File: config.mk
export PLATFORM = sky130hd
export DESIGN_NAME = z80s_front
export DESIGN_NICKNAME = d
export VERILOG_FILES = /design/src/z80s_pkg.sv /design/src/z80s_front.sv
export SDC_FILE = /design/constraint.sdc
export NUM_CORES = 1
export LEC_CHECK = 0
export ABC_CLOCK_PERIOD_IN_PS = 3300
export BUFFER_PORTS_ARGS = -buffer_cell sky130_fd_sc_hd__buf_4
export CAP_MARGIN = 20
export CELL_PAD_IN_SITES_DETAIL_PLACEMENT = 2
export CELL_PAD_IN_SITES_GLOBAL_PLACEMENT = 2
export CORE_ASPECT_RATIO = 0.8
export CORE_MARGIN = 2
export CORE_UTILIZATION = 35
export DETAILED_ROUTE_END_ITERATION = 7
export PLACE_DENSITY = 0.72
export SETUP_SLACK_MARGIN = 0.02
export SLEW_MARGIN = 30
export SYNTH_ARGS = -nofsm -noshare
export SYNTH_HDL_FRONTEND = slang
export SYNTH_SLANG_ARGS = --single-unit
File: constraint.sdc
create_clock -name i_clk -period 3.3 [get_ports i_clk]
set_input_delay 0.99 -clock i_clk [delete_from_list [all_inputs] [get_ports i_clk]]
set_output_delay 0.99 -clock i_clk [all_outputs]
set_load 0.02 [all_outputs]
File: src/z80s_pkg.sv
// package for the z80 subset step core: command codes, opcodes, flag bits, widths
// no dependencies
package z80s_pkg;

    localparam int MemAddrBits = 16;

    localparam logic [1:0] CMD_WRITE = 2'd0;
    localparam logic [1:0] CMD_READ  = 2'd1;
    localparam logic [1:0] CMD_STEP  = 2'd2;

    localparam logic [7:0] OP_NOP     = 8'h00;
    localparam logic [7:0] OP_LD_BC   = 8'h01;
    localparam logic [7:0] OP_ST_BC   = 8'h02;
    localparam logic [7:0] OP_INC_BC  = 8'h03;
    localparam logic [7:0] OP_INC_B   = 8'h04;
    localparam logic [7:0] OP_DEC_B   = 8'h05;
    localparam logic [7:0] OP_LD_B    = 8'h06;
    localparam logic [7:0] OP_RLCA    = 8'h07;
    localparam logic [7:0] OP_EX_AF   = 8'h08;
    localparam logic [7:0] OP_ADD_BC  = 8'h09;
    localparam logic [7:0] OP_LDA_BC  = 8'h0A;
    localparam logic [7:0] OP_DEC_BC  = 8'h0B;
    localparam logic [7:0] OP_INC_C   = 8'h0C;
    localparam logic [7:0] OP_DEC_C   = 8'h0D;
    localparam logic [7:0] OP_LD_C    = 8'h0E;
    localparam logic [7:0] OP_RRCA    = 8'h0F;
    localparam logic [7:0] OP_DJNZ    = 8'h10;
    localparam logic [7:0] OP_LD_DE   = 8'h11;
    localparam logic [7:0] OP_ST_DE   = 8'h12;
    localparam logic [7:0] OP_INC_DE  = 8'h13;
    localparam logic [7:0] OP_INC_D   = 8'h14;
    localparam logic [7:0] OP_DEC_D   = 8'h15;
    localparam logic [7:0] OP_LD_D    = 8'h16;
    localparam logic [7:0] OP_RLA     = 8'h17;
    localparam logic [7:0] OP_JR      = 8'h18;
    localparam logic [7:0] OP_ADD_DE  = 8'h19;
    localparam logic [7:0] OP_HALT    = 8'h76;

    localparam logic [7:0] F_SZPV = 8'hC4;
    localparam logic [7:0] F_YX   = 8'h28;
    localparam logic [7:0] F_SYX  = 8'hA8;

    // command as passed from the front end to the executor
    typedef struct packed {
        logic [1:0]  cmd;
        logic [15:0] addr;
        logic [7:0]  wdata;
    } t_cmd;

    // number of operand bytes after the opcode
    function automatic logic [1:0] operand_count(input logic [7:0] op);
        logic [1:0] n;
        begin
            n = 2'd0;
            if (op == OP_LD_BC || op == OP_LD_DE) n = 2'd2;
            else if (op == OP_LD_B || op == OP_LD_C || op == OP_LD_D
                     || op == OP_DJNZ || op == OP_JR) n = 2'd1;
            return n;
        end
    endfunction

endpackage

File: src/z80s_front.sv
// front end: accepts command words into a short queue
// uses z80s_pkg
module z80s_front #(
    parameter int Depth = 2
) (
    input  logic             i_clk,
    input  logic             i_rst_n,
    input  logic             i_valid,
    output logic             o_ready,
    input  z80s_pkg::t_cmd   i_cmd,
    output logic             o_valid,
    input  logic             i_pop,
    output z80s_pkg::t_cmd   o_cmd
);
    localparam int PtrBits = (Depth > 1) ? $clog2(Depth) : 1;

    z80s_pkg::t_cmd r_q [Depth];
    logic [PtrBits-1:0] r_wp, r_rp;
    logic [PtrBits:0]   r_cnt;
    logic push, pop;

    assign o_ready = (r_cnt != (PtrBits+1)'(Depth));
    assign o_valid = (r_cnt != '0);
    assign push = i_valid && o_ready;
    assign pop  = i_pop && o_valid;
    assign o_cmd = r_q[r_rp];

    always_ff @(posedge i_clk) begin
        if (!i_rst_n) begin
            r_wp <= '0;
            r_rp <= '0;
            r_cnt <= '0;
        end else begin
            if (push) begin
                r_q[r_wp] <= i_cmd;
                r_wp <= (r_wp == PtrBits'(Depth-1)) ? '0 : r_wp + 1'b1;
            end
            if (pop) begin
                r_rp <= (r_rp == PtrBits'(Depth-1)) ? '0 : r_rp + 1'b1;
            end
            r_cnt <= r_cnt + (PtrBits+1)'(push) - (PtrBits+1)'(pop);
        end
    end
endmodule

==> results of run 1 <==
## sequential cells by signal, indices dropped and copies added (netlist names), named ones only
name,count
r_rp,1
r_wp,1
r_q,52
r_cnt,2
## cells by family after synthesis
kind of cell / synth area share, %
compound gates: 0.677
xor+xnor: 1.18
fa+ha+maj: 1.13
buf+inv: 2.65
flops: 74.9
mux: 16.6
simple gates: 2.93
## metrics by stage
stage                     power, W  instance area, sq um  setup WS (ns)
after detailed placement   0.00154                  2740          0.866
after CTS                  0.00207                  2890          0.506
after floorplan            0.00134                  2220          0.696
after global placement     0.00151                  2740          0.898
final                      0.00203                  2890          0.544
after global routing       0.00214                  2890          0.448
## report_power, final
part / leakage, nW / total (W) / switching [W] / internal (W)
clock: 0.0766 / 0.000513 / 0.000250 / 0.000263
sequential: 0.518 / 0.000921 / 0.0000556 / 0.000865
combinational: 0.532 / 0.000594 / 0.000280 / 0.000314
## cells in the final DEF, fill, tap and decap left out, drive strengths merged
cell type	n
o22ai	1
ha	2
and3	1
nand2b	1
dfxtp	5
buf	62
and2	3
or2	1
xnor2	3
clkbuf	11
clkinvlp	1
clkinv	3
nand3	1
edfxtp	52
nand2	1
o21a	1
inv	2
mux2	26
nor2b	2
nor2	1
## area by class of cell
| cell class | count | share of cell area (%) |
|---|---|---|
| tap | 81 | 3.50 |
| clock buffer | 11 | 4.54 |
| inverter | 2 | 0.260 |
| clock inverter | 4 | 0.736 |
| sequential | 57 | 57.5 |
| timing repair buffer | 62 | 16.1 |
| multi-input combinational | 44 | 17.4 |
## layer usage
layer	routed length [um]	global-route usage (%)
met1	1770	15.3
met2	2360	25.8
met3	281	6.61
met4	95	7.84
met5	0	0
## critical path: stages, from the launching register on
cell	delay (ns)
dfxtp_2	0.60
buf_4	0.34
mux2_4	0.33
buf_4	0.16
## worst max path at each step
stage	startpoint	endpoint	slack (ns)	cells past startpoint
2_1_floorplan	i_rst_n	r_q[0][0]$_DFFE_PP_	0.70	2
3_3_place_gp	register	o_cmd[12]	0.90	3
3_5_place_dp	register	o_cmd[7]	0.87	3
4_1_cts	register	o_cmd[7]	0.51	3
5_1_grt	register	o_cmd[7]	0.45	3
6_report	register	o_cmd[7]	0.54	3
==> results.py, run 1 <==
metrics = {
    "floorplanning": {
        "core_area_sq_um": 6010,
        "die_h_um": 75.2,
        "dieArea_sq_um": 7000,
        "boundaryPins": 58,
        "dieWidth_um": 93.0,
        "start_util_pct": 37.0,
        "rows": 25,
    },
    "drt": {
        "drt_iter0_markers": 32,
        "vias": 1166,
        "drt_pass1_iterations": 4,
        "avgRoutedWirePerCell_um": 17.3,
        "ant_nets": 0,
        "routed_wl_um": 4510,
        "via_per_inst": 4.47,
        "drc": 0,
    },
    "setup_path": {
        "cp_max_fo": 15,
        "r2r_end": "r_cnt[1]$_SDFF_PN0_",
        "start_kind": "register",
        "endpoint_kind": "output pin",
        "reg2reg_depth": 9,
        "required_ns": 2.31,
        "cp.arrival_ns": 1.77,
        "critPathKind": "reg2out",
        "rrSetupSlack_ns": 1.54,
        "r2r_start": "r_cnt[0]$_SDFF_PN0_",
    },
    "sta": {
        "setup_viol": 0,
        "hold_viol": 0,
        "slew_violations": 0,
        "hold_slack_ns": 0.553,
        "clock_skew_ns": 0.00330,
        "maxSlewHeadroom_pct": 70.5,
        "period_share_pct": 83.5,
        "worstMarginPinSlew_ns": 0.442,
        "fmax_mhz": 363,
        "rsz0062_at_grt": "false",
        "fin_setup_tns_ns": 0,
        "period_needed_ns": 2.76,
    },
    "synthesis": {
        "syn_inst": 106,
        "async_flop_share_pct": 0,
        "avgSynthCellArea_sq_um": 20.9,
        "syn_nets": 138,
        "synthFlopType": "edfxtp_1",
        "syn_area_sq_um": 2220,
        "synth.most_common_cell": "edfxtp_1",
        "ys_top_cells_by_area": "edfxtp_1 70%, mux2_4 14%, dfxtp_1 4.5%",
        "synth_commonest_cells": "52 x edfxtp_1, 20 x mux2_4, 6 x mux2_2",
        "synth_edf_count": 52,
        "yosysTopAreaCell": "edfxtp_1",
        "netlist.area_leader.share_pct": 70.3,
        "yosysSeqAreaShare_pct": 74.9,
        "ys_ff_latch": 57,
        "yosys.cell_types.count": 20,
        "synth_warnings": 0,
    },
    "global_routing": {
        "overflow": 0,
        "grt_max_degree": 16,
        "grt_antenna_before_repair": 0,
        "grt_pass1_vias": 1341,
        "grt_first_pass_wirelength_um": 7170,
        "grt_usage_pct": 14.8,
    },
    "clock_tree": {
        "cts-buffers-inserted": 9,
        "clk_latency_ns": 0.32,
        "cts_resized": 0,
        "cts-root-buf": "clkbuf_8",
        "clk_path_buf_depth": 2,
        "cts.sinks": 57,
        "post_cts_buffers": 0,
        "htree_levels": 3,
        "ctsHoldBuffers": 0,
        "cts.clk_slew.worst_paths_ns": 0.06,
        "cts_tree": "built",
    },
    "cells_and_area": {
        "multi_input_area_sq_um": 502,
        "nFillCells": 590,
        "stdcell_count": 261,
        "area_growth_pct": 30.3,
        "seq_area_sq_um": 1660,
        "final_nets": 208,
        "post-route-util_pct": 48.1,
        "drive_gt1_share_pct": 58.3,
        "antenna_cells": 0,
    },
    "worst_hold_path": {
        "hp-class": "reg2reg",
        "holdPathEnd": "r_wp$_SDFFE_PN0P_",
        "whs_path_depth": 2,
        "hp-start": "r_wp$_SDFFE_PN0P_",
    },
    "placed_design": {
        "numPortBuffers": 57,
        "dp_cells": 246,
        "globalplace.congestion": 0.625,
        "dp_hpwl_um": 3300,
    },
    "outcome": {
        "status": "completed",
    },
    "power": {
        "peakVddDrop_v": 0.000448,
        "p_per_area_nw_per_um2": 701,
        "power_leakage_nw": 1.13,
    },
    "run": {
        "maxCapViolations": 0,
    },
}
(Power assumes the default switching activity.)
==> run 2: changes to the inputs <==
--- a/config.mk
+++ b/config.mk
@@ -5,7 +5,7 @@
 export SDC_FILE = /design/constraint.sdc
 export NUM_CORES = 1
 export LEC_CHECK = 0
-export ABC_CLOCK_PERIOD_IN_PS = 3300
+export ABC_CLOCK_PERIOD_IN_PS = 2700
 export BUFFER_PORTS_ARGS = -buffer_cell sky130_fd_sc_hd__buf_4
 export CAP_MARGIN = 20
 export CELL_PAD_IN_SITES_DETAIL_PLACEMENT = 2
==> constraint.sdc (replaced) <==
create_clock -name i_clk -period 2.7 [get_ports i_clk]
set_input_delay 0.81 -clock i_clk [delete_from_list [all_inputs] [get_ports i_clk]]
set_output_delay 0.81 -clock i_clk [all_outputs]
set_load 0.02 [all_outputs]
==> run 2 against run 1 <==
Net effect: register-to-register slack got worse by 0.64 ns; non-clock buffer count decreased by 2; worst hold slack better by 0.0089 ns; cell count is 0.77% lower; via count is 0.43% lower; final area up 0.69%; largest power group unchanged; highest routed layer unchanged.
==> results.py, run 2 (same netlist as run 1, synthesis figures left out) <==
metrics = {
    "clock_tree": {
        "cts.clk_slew.worst_paths_ns": 0.06,
        "cts_resized": 0,
        "cts-buffers-inserted": 9,
        "clk_path_buf_depth": 2,
        "cts-root-buf": "clkbuf_8",
        "post_cts_buffers": 0,
        "htree_levels": 3,
        "cts_tree": "built",
        "cts.sinks": 57,
        "clk_latency_ns": 0.33,
        "ctsHoldBuffers": 0,
    },
    "floorplanning": {
        "rows": 25,
        "start_util_pct": 37.0,
        "die_h_um": 75.2,
        "dieArea_sq_um": 7000,
        "boundaryPins": 58,
        "dieWidth_um": 93.0,
        "core_area_sq_um": 6010,
    },
    "cells_and_area": {
        "largest_reg_flops": 52,
        "antenna_cells": 0,
        "nFillCells": 588,
        "most-common-layout-cells": "59 x buf_4, 52 x edfxtp_1, 20 x mux2_4",
        "regMostFlops": "r_q",
        "area_growth_pct": 31.2,
        "final_common_cell": "buf_4",
        "final_nets": 206,
        "drive_gt1_share_pct": 57.9,
        "top_regs": "r_q x52, r_cnt x2",
    },
    "sta": {
        "period_needed_ns": 2.46,
        "clock_skew_ns": 0.00768,
        "hold_viol": 0,
        "fin_setup_tns_ns": 0,
        "setup_viol": 0,
        "fmax_mhz": 407,
        "worstMarginPinSlew_ns": 0.477,
        "period_share_pct": 91.1,
        "maxSlewHeadroom_pct": 68.2,
        "slew_violations": 0,
        "rsz0062_at_grt": "false",
    },
    "placed_design": {
        "globalplace.congestion": 0.628,
        "numPortBuffers": 57,
        "dp_hpwl_um": 3060,
    },
    "drt": {
        "drc": 0,
        "avgRoutedWirePerCell_um": 16.7,
        "vias": 1161,
        "routed_wl_um": 4330,
        "drt_iter0_markers": 54,
        "drt_pass1_iterations": 2,
        "via_per_inst": 4.48,
        "ant_nets": 0,
    },
    "global_routing": {
        "grt_pass1_vias": 1366,
        "grt_first_pass_wirelength_um": 6820,
        "grt_antenna_before_repair": 0,
        "grt_usage_pct": 13.8,
        "overflow": 0,
        "grt_max_degree": 27,
    },
    "setup_path": {
        "cp_max_fo": 15,
        "critPathKind": "reg2out",
        "required_ns": 1.89,
        "crit_slowest_cell": "dfxtp_2",
        "crit_path_cell_trace": "buf_12 -> mux2_4 -> buf_4",
        "endpoint_kind": "output pin",
        "crit_buf_inv": 2,
        "cp_slowest_stage_delay_ns": 0.63,
        "cp.arrival_ns": 1.65,
        "crit_family": "flip-flops",
        "start_kind": "register",
    },
    "run": {
        "maxCapViolations": 0,
    },
    "power": {
        "power_leakage_nw": 1.13,
        "power_w": 0.00257,
        "peakVddDrop_v": 0.000557,
        "p_per_area_nw_per_um2": 883,
    },
    "outcome": {
        "status": "completed",
    },
    "worst_hold_path": {
        "hp-class": "reg2reg",
    },
}
==> run 2: cell types whose count changed in the layout (fill, tap and decap cells not counted) <==
cell and delta:
buf_4 -3, bufinv_16 +1, clkinv_1 +1, buf_12 +1, clkbuf_1 -1, clkinvlp_4 -1
==> run 2: per-stage QoR <==
stage	setup slack, ns	instances	area [sq um]	util (%)	hold slack [ns]
after floorplan	0.276	106	2220	-	0.467
after global routing	0.159	259	2910	48.5	0.608
after CTS	0.193	259	2910	48.5	0.561
after detailed placement	0.571	244	2740	45.6	0.549
after global placement	0.598	244	2740	45.6	0.487
final	0.242	259	2910	48.5	0.562
==> run 2: worst paths after layout <==
path                       start             endpoint  slack, ns  depth (start not counted)
min reg2reg    r_rp$_SDFFE_PN0P_    r_rp$_SDFFE_PN0P_       0.56                          2
max reg2reg  r_cnt[0]$_SDFF_PN0_  r_cnt[1]$_SDFF_PN0_       0.90                          9
min            r_rp$_SDFFE_PN0P_    r_rp$_SDFFE_PN0P_       0.56                          2
max                     register             o_cmd[9]       0.24                          3
==> run 2: where the power goes <==
part / switching [W] / internal [W]
clock: 0.000307 / 0.000411
combinational: 0.000334 / 0.000391
sequential: 0.0000722 / 0.00106
total: 0.000713 / 0.00186
==> run 2: area by class of cell <==
| type | instances | area [sq um] | area share, % |
|---|---|---|---|
| clock inverters | 5 | 47.5 | 1.63 |
| well taps | 81 | 101 | 3.48 |
| flip-flops and latches | 57 | 1660 | 57.1 |
| repair buffers | 60 | 463 | 15.9 |
| inverters | 2 | 7.51 | 0.258 |
| multi-input cells | 44 | 502 | 17.2 |
| clock buffers | 10 | 128 | 4.38 |
==> run 2: tightest hold or removal path: stages (launching register included) <==
cell,delay (ns)
dfxtp_1,0.33
xnor2_1,0.09
nor2b_1,0.10
==> run 2: routing by layer <==
layer	routed length, um	vias to the layer above	global-route usage, %
met1	1690	575	14.4
met4	62	0	6.86
li1	-	540	-
met5	0	-	0
met2	2310	39	24.2
met3	257	7	6.01
==> run 3: changes to the inputs <==
--- a/config.mk
+++ b/config.mk
@@ -11,7 +11,6 @@
 export CELL_PAD_IN_SITES_DETAIL_PLACEMENT = 2
 export CELL_PAD_IN_SITES_GLOBAL_PLACEMENT = 2
 export CORE_ASPECT_RATIO = 0.8
-export CORE_MARGIN = 2
 export CORE_UTILIZATION = 35
 export DETAILED_ROUTE_END_ITERATION = 7
 export PLACE_DENSITY = 0.72
==> run 3 against run 2 <==
Net effect: final area hardly changed; die area is 4.8% lower; worst setup slack better by 0.14 ns; sequential power hardly changed; largest cell class unchanged.
==> results.py, run 3 (same netlist as run 1, synthesis figures left out) <==
metrics = {
    "outcome": {
        "status": "completed",
    },
    "global_routing": {
        "grt_usage_pct": 14.4,
        "grt_max_degree": 27,
        "overflow": 0,
        "grt_first_pass_wirelength_um": 6900,
        "grt_antenna_before_repair": 0,
        "grt_pass1_vias": 1340,
    },
    "sta": {
        "slew_violations": 0,
        "rsz0062_at_grt": "false",
        "period_share_pct": 86.0,
        "worstMarginPinSlew_ns": 0.377,
        "period_needed_ns": 2.32,
        "hold_viol": 0,
        "fmax_mhz": 431,
        "maxSlewHeadroom_pct": 74.9,
        "setup_viol": 0,
        "clock_skew_ns": 0.00840,
        "fin_setup_tns_ns": 0,
    },
    "power": {
        "netSwitchingFraction_pct": 27.9,
        "combPwrFrac_pct": 29.1,
        "p_per_area_nw_per_um2": 884,
        "internal_power_w": 0.00185,
        "switching_power_w": 0.000719,
        "peakVddDrop_v": 0.000425,
        "p_seq_share_pct": 43.1,
        "power_leakage_nw": 1.13,
        "clock_power_share_pct": 27.8,
    },
    "drt": {
        "drt_iter0_markers": 47,
        "vias": 1158,
        "routed_wl_um": 4470,
        "drc": 0,
        "drt_pass1_iterations": 3,
        "ant_nets": 0,
        "avgRoutedWirePerCell_um": 17.3,
        "via_per_inst": 4.47,
    },
    "setup_path": {
        "rrSetupSlack_ns": 0.92,
        "cp_max_fo": 19,
        "critPathKind": "reg2out",
        "endpoint_kind": "output pin",
        "start_kind": "register",
        "cp.arrival_ns": 1.51,
        "required_ns": 1.89,
    },
    "floorplanning": {
        "dieWidth_um": 91.0,
        "die_h_um": 73.2,
        "boundaryPins": 58,
        "dieArea_sq_um": 6670,
        "start_util_pct": 37.0,
        "core_area_sq_um": 6010,
        "rows": 25,
    },
    "clock_tree": {
        "clk_latency_ns": 0.32,
        "clk_path_buf_depth": 2,
        "post_cts_buffers": 0,
        "cts_resized": 0,
        "cts.clk_slew.worst_paths_ns": 0.06,
        "cts-buffers-inserted": 9,
        "cts_tree": "built",
        "htree_levels": 3,
        "cts.sinks": 57,
        "ctsHoldBuffers": 0,
        "cts-root-buf": "clkbuf_8",
    },
    "run": {
        "maxCapViolations": 0,
    },
    "cells_and_area": {
        "largest_reg_flops": 52,
        "final_common_cell": "buf_4",
        "stdcell_count": 259,
        "area_growth_pct": 31.1,
        "drive_gt1_share_pct": 57.3,
        "final_nets": 206,
        "regMostFlops": "r_q",
        "antenna_cells": 0,
        "most-common-layout-cells": "59 x buf_4, 52 x edfxtp_1, 20 x mux2_4",
        "top_regs": "r_q x52, r_cnt x2",
    },
    "worst_hold_path": {
        "hp-class": "reg2reg",
    },
    "placed_design": {
        "dp_cells": 244,
        "numPortBuffers": 57,
        "globalplace.congestion": 0.720,
        "dp_hpwl_um": 3160,
    },
}
-- run 3: cell types whose count changed in the layout (fill, tap and decap cells not counted) --
cell and delta:
clkinv_1 +2, clkinv_2 -1, clkbuf_1 -1
-- run 3: power groups by stage --
stage | clock (W) | sequential (W) | combinational (W)
4_1_cts | 0.000738 | 0.00111 | 0.000768
3_3_place_gp | 0 | 0.00112 | 0.000735
5_1_grt | 0.000774 | 0.00112 | 0.000800
2_1_floorplan | 0 | 0.00110 | 0.000539
3_5_place_dp | 0 | 0.00113 | 0.000765
6_report | 0.000716 | 0.00111 | 0.000749
-- run 3: worst paths after layout --
| check | start | to | cells after the start |
|---|---|---|---|
| setup / recovery | register | o_cmd[10] | 3 |
| hold / removal | r_wp$_SDFFE_PN0P_ | r_wp$_SDFFE_PN0P_ | 2 |
| setup reg to reg | r_cnt[0]$_SDFF_PN0_ | r_cnt[1]$_SDFF_PN0_ | 9 |
| hold reg to reg | r_wp$_SDFFE_PN0P_ | r_wp$_SDFFE_PN0P_ | 2 |
-- run 3: critical path, cell delays in order (launching register included) --
cell     delay, ns
dfxtp_2       0.47
buf_12        0.23
mux2_4        0.32
buf_4         0.16
-- run 3: cell type report --
type	count	area, sq um
clock buffers	9	124
clock inverters	6	50.0
fillers	583	3100
inverters	2	7.51
multi-input cells	44	502
flip-flops and latches	57	1660
well taps	81	101
repair buffers	60	463
-- run 3: per-layer routing --
metal / up-vias / GRT usage, % / wire length, um
met4: 0 / 5.82 / 46
met1: 580 / 14.5 / 1660
met5: - / 0 / 0
li1: 539 / - / -
met2: 35 / 27.1 / 2530
met3: 4 / 5.63 / 231
-- run 3: stage by stage --
stage / hold WS [ns] / power, W / utilization, % / cell area, sq um / worst slack, ns
6_report: 0.521 / 0.00257 / 48.5 / 2910 / 0.379
5_1_grt: 0.568 / 0.00269 / 48.5 / 2910 / 0.297
4_1_cts: 0.525 / 0.00262 / 48.5 / 2910 / 0.328
3_5_place_dp: 0.518 / 0.00190 / 45.6 / 2740 / 0.558
3_3_place_gp: 0.495 / 0.00186 / 45.6 / 2740 / 0.662
2_1_floorplan: 0.467 / 0.00164 / - / 2220 / 0.276
